File: config.mk
export PLATFORM = sky130hd
export DESIGN_NAME = tcf_front
export DESIGN_NICKNAME = d
export VERILOG_FILES = /design/src/hw/rtl/tcf_pkg.sv /design/src/hw/rtl/tcf_front.sv
export VERILOG_INCLUDE_DIRS = /design/src /design/src/hw/rtl
export SDC_FILE = /design/constraint.sdc
export NUM_CORES = 1
export LEC_CHECK = 0
export BUFFER_PORTS_ARGS = -buffer_cell sky130_fd_sc_hd__clkbuf_2
export CAP_MARGIN = 20
export CORE_MARGIN = 5
export CORE_UTILIZATION = 55
export DETAILED_ROUTE_END_ITERATION = 12
export MAX_ROUTING_LAYER = met4
export PLACE_DENSITY = 0.83
export SYNTH_ARGS = -nofsm -noshare
export SYNTH_HDL_FRONTEND = slang
export SYNTH_SLANG_ARGS = --single-unit
File: constraint.sdc
create_clock -name i_clk -period 4.6 [get_ports i_clk]
set_input_delay 0.69 -clock i_clk [delete_from_list [all_inputs] [get_ports i_clk]]
set_output_delay 0.69 -clock i_clk [all_outputs]
set_load 0.01 [all_outputs]
File: src/hw/rtl/tilt_complementary_filter_core_assert.svh
// Assertion macros for the tilt filter core
`ifndef TILT_COMPLEMENTARY_FILTER_CORE_ASSERT_SVH
`define TILT_COMPLEMENTARY_FILTER_CORE_ASSERT_SVH

// Implication check, reset is active low
`define TCF_ASSERT_IMP(label, clk, rst_n, ante, cons, msg) \
    label: assert property (@(posedge clk) disable iff (!rst_n) (ante) |-> (cons)) \
        else $error(msg);

// Next-cycle implication check
`define TCF_ASSERT_NXT(label, clk, rst_n, ante, cons, msg) \
    label: assert property (@(posedge clk) disable iff (!rst_n) (ante) |=> (cons)) \
        else $error(msg);

`endif

File: src/hw/rtl/tcf_pkg.sv
// ----------------------------------------------------------------------------
// tcf_pkg
// Shared types, constants and the CORDIC angle table of the tilt filter.
// ----------------------------------------------------------------------------
package tcf_pkg;

    localparam int CordicSteps = 20;
    localparam int StepW       = $clog2(CordicSteps + 1);
    localparam int QDepth      = 2;

    localparam logic signed [25:0] AngleLimit = 26'sd23592960;
    localparam logic signed [24:0] HalfTurn   = 25'sd11796480;

    localparam logic [1:0] RegGyroGain = 2'd0;
    localparam logic [1:0] RegTimeStep = 2'd1;
    localparam logic [1:0] RegBlend    = 2'd2;

    typedef struct packed {
        logic signed [15:0] acc_y;
        logic signed [15:0] acc_z;
        logic signed [15:0] gyro_x;
    } t_sample;

    typedef enum logic [2:0] {
        S_IDLE,
        S_RATE,
        S_CORDIC,
        S_DELTA,
        S_MIX,
        S_DONE
    } t_state;

    function automatic logic [21:0] atan_lut(input logic [4:0] idx);
        case (idx)
            5'd0:  atan_lut = 22'd2949120;
            5'd1:  atan_lut = 22'd1740967;
            5'd2:  atan_lut = 22'd919879;
            5'd3:  atan_lut = 22'd466945;
            5'd4:  atan_lut = 22'd234379;
            5'd5:  atan_lut = 22'd117304;
            5'd6:  atan_lut = 22'd58666;
            5'd7:  atan_lut = 22'd29335;
            5'd8:  atan_lut = 22'd14668;
            5'd9:  atan_lut = 22'd7334;
            5'd10: atan_lut = 22'd3667;
            5'd11: atan_lut = 22'd1833;
            5'd12: atan_lut = 22'd917;
            5'd13: atan_lut = 22'd458;
            5'd14: atan_lut = 22'd229;
            5'd15: atan_lut = 22'd115;
            5'd16: atan_lut = 22'd57;
            5'd17: atan_lut = 22'd29;
            5'd18: atan_lut = 22'd14;
            5'd19: atan_lut = 22'd7;
            5'd20: atan_lut = 22'd4;
            5'd21: atan_lut = 22'd2;
            5'd22: atan_lut = 22'd1;
            default: atan_lut = 22'd0;
        endcase
    endfunction

endpackage

File: src/hw/rtl/tcf_front.sv
// ----------------------------------------------------------------------------
// tcf_front
// Input stage and sample queue: accepts samples and buffers them for the core.
// ----------------------------------------------------------------------------
module tcf_front import tcf_pkg::*; (
    input  logic               i_clk,
    input  logic               i_rst_n,
    input  logic               i_valid,
    output logic               o_stall,
    input  logic signed [15:0] i_acc_y,
    input  logic signed [15:0] i_acc_z,
    input  logic signed [15:0] i_gyro_x,
    output logic               o_q_valid,
    input  logic               i_q_pop,
    output t_sample            o_q_data
);

    t_sample          r_mem [QDepth];
    logic             r_wp, r_rp;
    logic [1:0]       r_cnt;
    logic             w_push, w_pop;

    assign o_stall   = (r_cnt == 2'(QDepth));
    assign w_push    = i_valid && !o_stall;
    assign w_pop     = i_q_pop && (r_cnt != 2'd0);
    assign o_q_valid = (r_cnt != 2'd0);
    assign o_q_data  = r_mem[r_rp];

    always_ff @(posedge i_clk) begin
        if (w_push) begin
            r_mem[r_wp] <= '{acc_y: i_acc_y, acc_z: i_acc_z, gyro_x: i_gyro_x};
        end
    end

    always_ff @(posedge i_clk) begin
        if (!i_rst_n) begin
            r_wp  <= 1'b0;
            r_rp  <= 1'b0;
            r_cnt <= 2'd0;
        end else begin
            if (w_push) r_wp <= ~r_wp;
            if (w_pop)  r_rp <= ~r_rp;
            r_cnt <= r_cnt + 2'(w_push) - 2'(w_pop);
        end
    end

    `include "tilt_complementary_filter_core_assert.svh"
    `TCF_ASSERT_IMP(a_no_overflow, i_clk, i_rst_n, r_cnt == 2'(QDepth), !w_push, "queue overflow")
    `TCF_ASSERT_IMP(a_cnt_range, i_clk, i_rst_n, 1'b1, r_cnt <= 2'(QDepth), "count out of range")
    `TCF_ASSERT_NXT(a_pop_only, i_clk, i_rst_n, w_pop && !w_push, r_cnt == $past(r_cnt) - 2'd1, "pop miscount")

endmodule

==> insert_results.sql <==
INSERT INTO impl_metrics (metric_group, metric, value, unit) VALUES
('clocking', 'post-cts-setup-buffer-count', '0', ''),
('worst_setup_path', 'r2r.worst_path.cells', '4', ''),
('finish', 'instances_no_fill', '370', ''),
('clocking', 'cts_resized', '0', ''),
('clocking', 'cts_buffer_depth', '2', ''),
('status', 'outcome', 'finished clean', ''),
('detailed_routing', 'drt_pass1_iterations', '4', ''),
('global_route', 'first_global_vias', '2005', ''),
('pwr', 'sw_frac_of_total', '28.23', '%'),
('detailed_routing', 'postRouteWirelength', '6.052', 'mm'),
('finish', 'seq_area', '2984', 'um^2'),
('pwr', 'powerDensity', '508.4', 'nW/um^2'),
('placement', 'buffer_ports.inserted', '101', ''),
('pwr', 'seq_power_share', '52.4', '%'),
('sta', 'timing.final.crit_share', '60.74', '%'),
('clocking', 'clkSinkCount', '101', ''),
('clocking', 'worst_setup_hold_path_clk_slew', '0.10', 'ns'),
('worst_hold_path', 'type_of_the_most_critical_hold_path', 'input port to register', ''),
('sta', 'timing.final.ws_setup', '1.806', 'ns'),
('sta', 'slew_viol_final', '0', ''),
('placement', 'worst_slack_after_detailed_placement', '2.159', 'ns'),
('placement', 'placedInstanceArea', '4363', 'um^2'),
('detailed_routing', 'detail_route.wl_per_cell', '16.36', 'um'),
('worst_setup_path', 'cp-start-kind', 'register', ''),
('worst_setup_path', 'critical-path-slowest-cell', 'sky130_fd_sc_hd__dfxtp_2', ''),
('global_route', 'total_routing_usage_reported_by_global_routing', '14.76', '%'),
('placement', 'placed_cells_incl_taps', '353', ''),
('global_route', 'overflow', '0', ''),
('pwr', 'p_leak', '1.798', 'nW'),
('placement', 'detailed_place_hpwl', '4.156', 'mm'),
('die', 'rows', '30', ''),
('die', 'fp.coreArea', '6756', 'um^2'),
('logic_synthesis', 'syn-num-nets', '229', ''),
('sta', 'rsz0062_at_grt', 'no', ''),
('worst_setup_path', 'crit_type', 'register to primary output', ''),
('pwr', 'vdd_drop_max', '0.2769', 'mV'),
('clocking', 'total_clock_buffers_created_by_cts', '9', ''),
('sta', 'hold_viol', '0', ''),
('finish', 'layout.filler_cells', '475', ''),
('detailed_routing', 'detailedRoute.firstIterationViolations', '53', ''),
('logic_synthesis', 'synth-warning-count', '0', ''),
('detailed_routing', 'drc_errors', '0', ''),
('die', 'io_pins', '102', ''),
('sta', 'transition_at_the_pin_with_the_smallest_max_transition_slack', '0.6961', 'ns'),
('finish', 'antenna_cells', '0', ''),
('global_route', 'grt_pass1_wl', '9.308', 'mm'),
('global_route', 'largest_net_degree_at_the_start_of_global_routing', '49', ''),
('die', 'die-area', '8623', 'um^2'),
('sta', 'fin_crit_period', '2.794', 'ns'),
('flow_run', 'max-cap-violations', '0', ''),
('worst_setup_path', 'path_cells', 'buf_4 -> mux2_2 -> clkbuf_2', ''),
('finish', 'final_cell_mix', 'sky130_fd_sc_hd__clkbuf_2 (101), sky130_fd_sc_hd__edfxtp_1 (96), sky130_fd_sc_hd__mux2_2 (28)', ''),
('clocking', 'ctsRootBufferMaster', 'sky130_fd_sc_hd__clkbuf_8', ''),
('detailed_routing', 'route.detailed.vias_per_inst', '5.114', ''),
('worst_setup_path', 'critical_path.max_fanout', '25', ''),
('placement', 'place.gp.congestion', '0.7020', ''),
('logic_synthesis', 'netlist_instances', '175', ''),
('sta', 'highest_clock_rate', '357.9', 'MHz'),
('logic_synthesis', 'syn_area', '3776', 'um^2'),
('detailed_routing', 'detail-route-antenna-nets', '0', ''),
('sta', 'fin_setup_tns', '0', 'ns'),
('sta', 'finClkSkew', '0.01345', 'ns'),
('worst_setup_path', 'path_delay_family', 'flip-flops', ''),
('sta', 'maxSlewHeadroom', '53.48', '%'),
('clocking', 'worst_skew_pair_later_pin_latency', '0.35', 'ns'),
('sta', 'hold-worst-slack', '0.5232', 'ns'),
('logic_synthesis', 'seq_area_frac_synth', '78.99', '%'),
('finish', 'fin_area', '4564', 'um^2'),
('finish', 'layout_overhead_on_the_synthesized_area', '20.87', '%'),
('clocking', 'tritoncts_clock_tree', 'yes', ''),
('finish', 'share_of_cells_above_drive_strength_1', '59.31', '%');
-- sequential cells by signal (all words and copies together) (netlist names), named ones only --
name	count
r_rp	1
r_mem	96
r_cnt	2
r_wp	1
-- power by group through the flow --
stage	Sequential, W	Clock, W	Combinational (W)
2_1_floorplan	0.00121	0	0.000432
3_3_place_gp	0.00123	0	0.000594
3_5_place_dp	0.00124	0	0.000607
4_1_cts	0.00122	0.000518	0.000609
5_1_grt	0.00123	0.000561	0.000651
6_report	0.00122	0.000505	0.000600
-- cell families (layout without fill, tap and decap cells) --
group | Yosys count | in the layout | share of synthesized area [%]
DFF | 101 | 101 | 78.99
and+or+nand+nor | 11 | 11 | 1.425
buffers and inverters | 8 | 123 | 1.458
xor gates and xnor gates | 3 | 3 | 0.6960
muxes | 49 | 49 | 16.57
adders and majority gates | 2 | 2 | 0.6626
AOI/OAI and AO/OA | 1 | 1 | 0.1989
-- layer usage --
| metal | share of wire [%] | track usage [%] | wire length, um |
|---|---|---|---|
| met2 | 52 | 25.61 | 3165 |
| met3 | 7.0 | 4.305 | 425 |
| met5 | 0 | - | 0 |
| met4 | 0.89 | 5.128 | 54 |
| met1 | 40 | 16.24 | 2408 |
-- cell usage after synthesis, drive strengths merged --
cell | instances | area [um^2]
inv | 3 | 11.26
dfxtp | 5 | 100.1
xor2 | 1 | 8.760
xnor2 | 2 | 17.52
ha | 2 | 25.02
nand2b | 2 | 12.51
buf | 5 | 43.79
edfxtp | 96 | 2883
mux2i | 1 | 10.01
and3 | 1 | 6.260
and2 | 1 | 6.260
nor2 | 4 | 15.01
nand2 | 2 | 7.510
mux2 | 48 | 615.6
o21a | 1 | 7.510
or2 | 1 | 6.260
-- path summary, 6_finish.rpt --
| check | from | end | slack (ns) |
|---|---|---|---|
| worst min-delay path | i_gyro_x[11] | r_mem[1][11]$_DFFE_PP_ | 0.52 |
| worst max-delay path | register | o_q_data[3] | 1.81 |
| worst min register to register | r_wp$_SDFFE_PN0N_ | r_wp$_SDFFE_PN0N_ | 0.54 |
| worst max register to register | r_cnt[0]$_SDFF_PN0_ | r_mem[0][45]$_DFFE_PP_ | 2.57 |
-- per-stage QoR --
step | power (W) | util, %
floorplan | 0.001639 | -
global placement | 0.001827 | 64.57
detailed placement | 0.001847 | 64.57
CTS | 0.002346 | 67.26
global route | 0.002440 | 67.56
finish | 0.002320 | 67.56
-- cell type report --
cell class | instances | share of cell area, %
sequential | 101 | 65.38
multi-input combinational | 66 | 16.37
timing repair buffer | 104 | 11.84
clock buffer | 9 | 2.714
tap | 80 | 2.193
clock inverter | 7 | 1.261
inverter | 3 | 0.2467
Power figures use the tool's default switching activity.
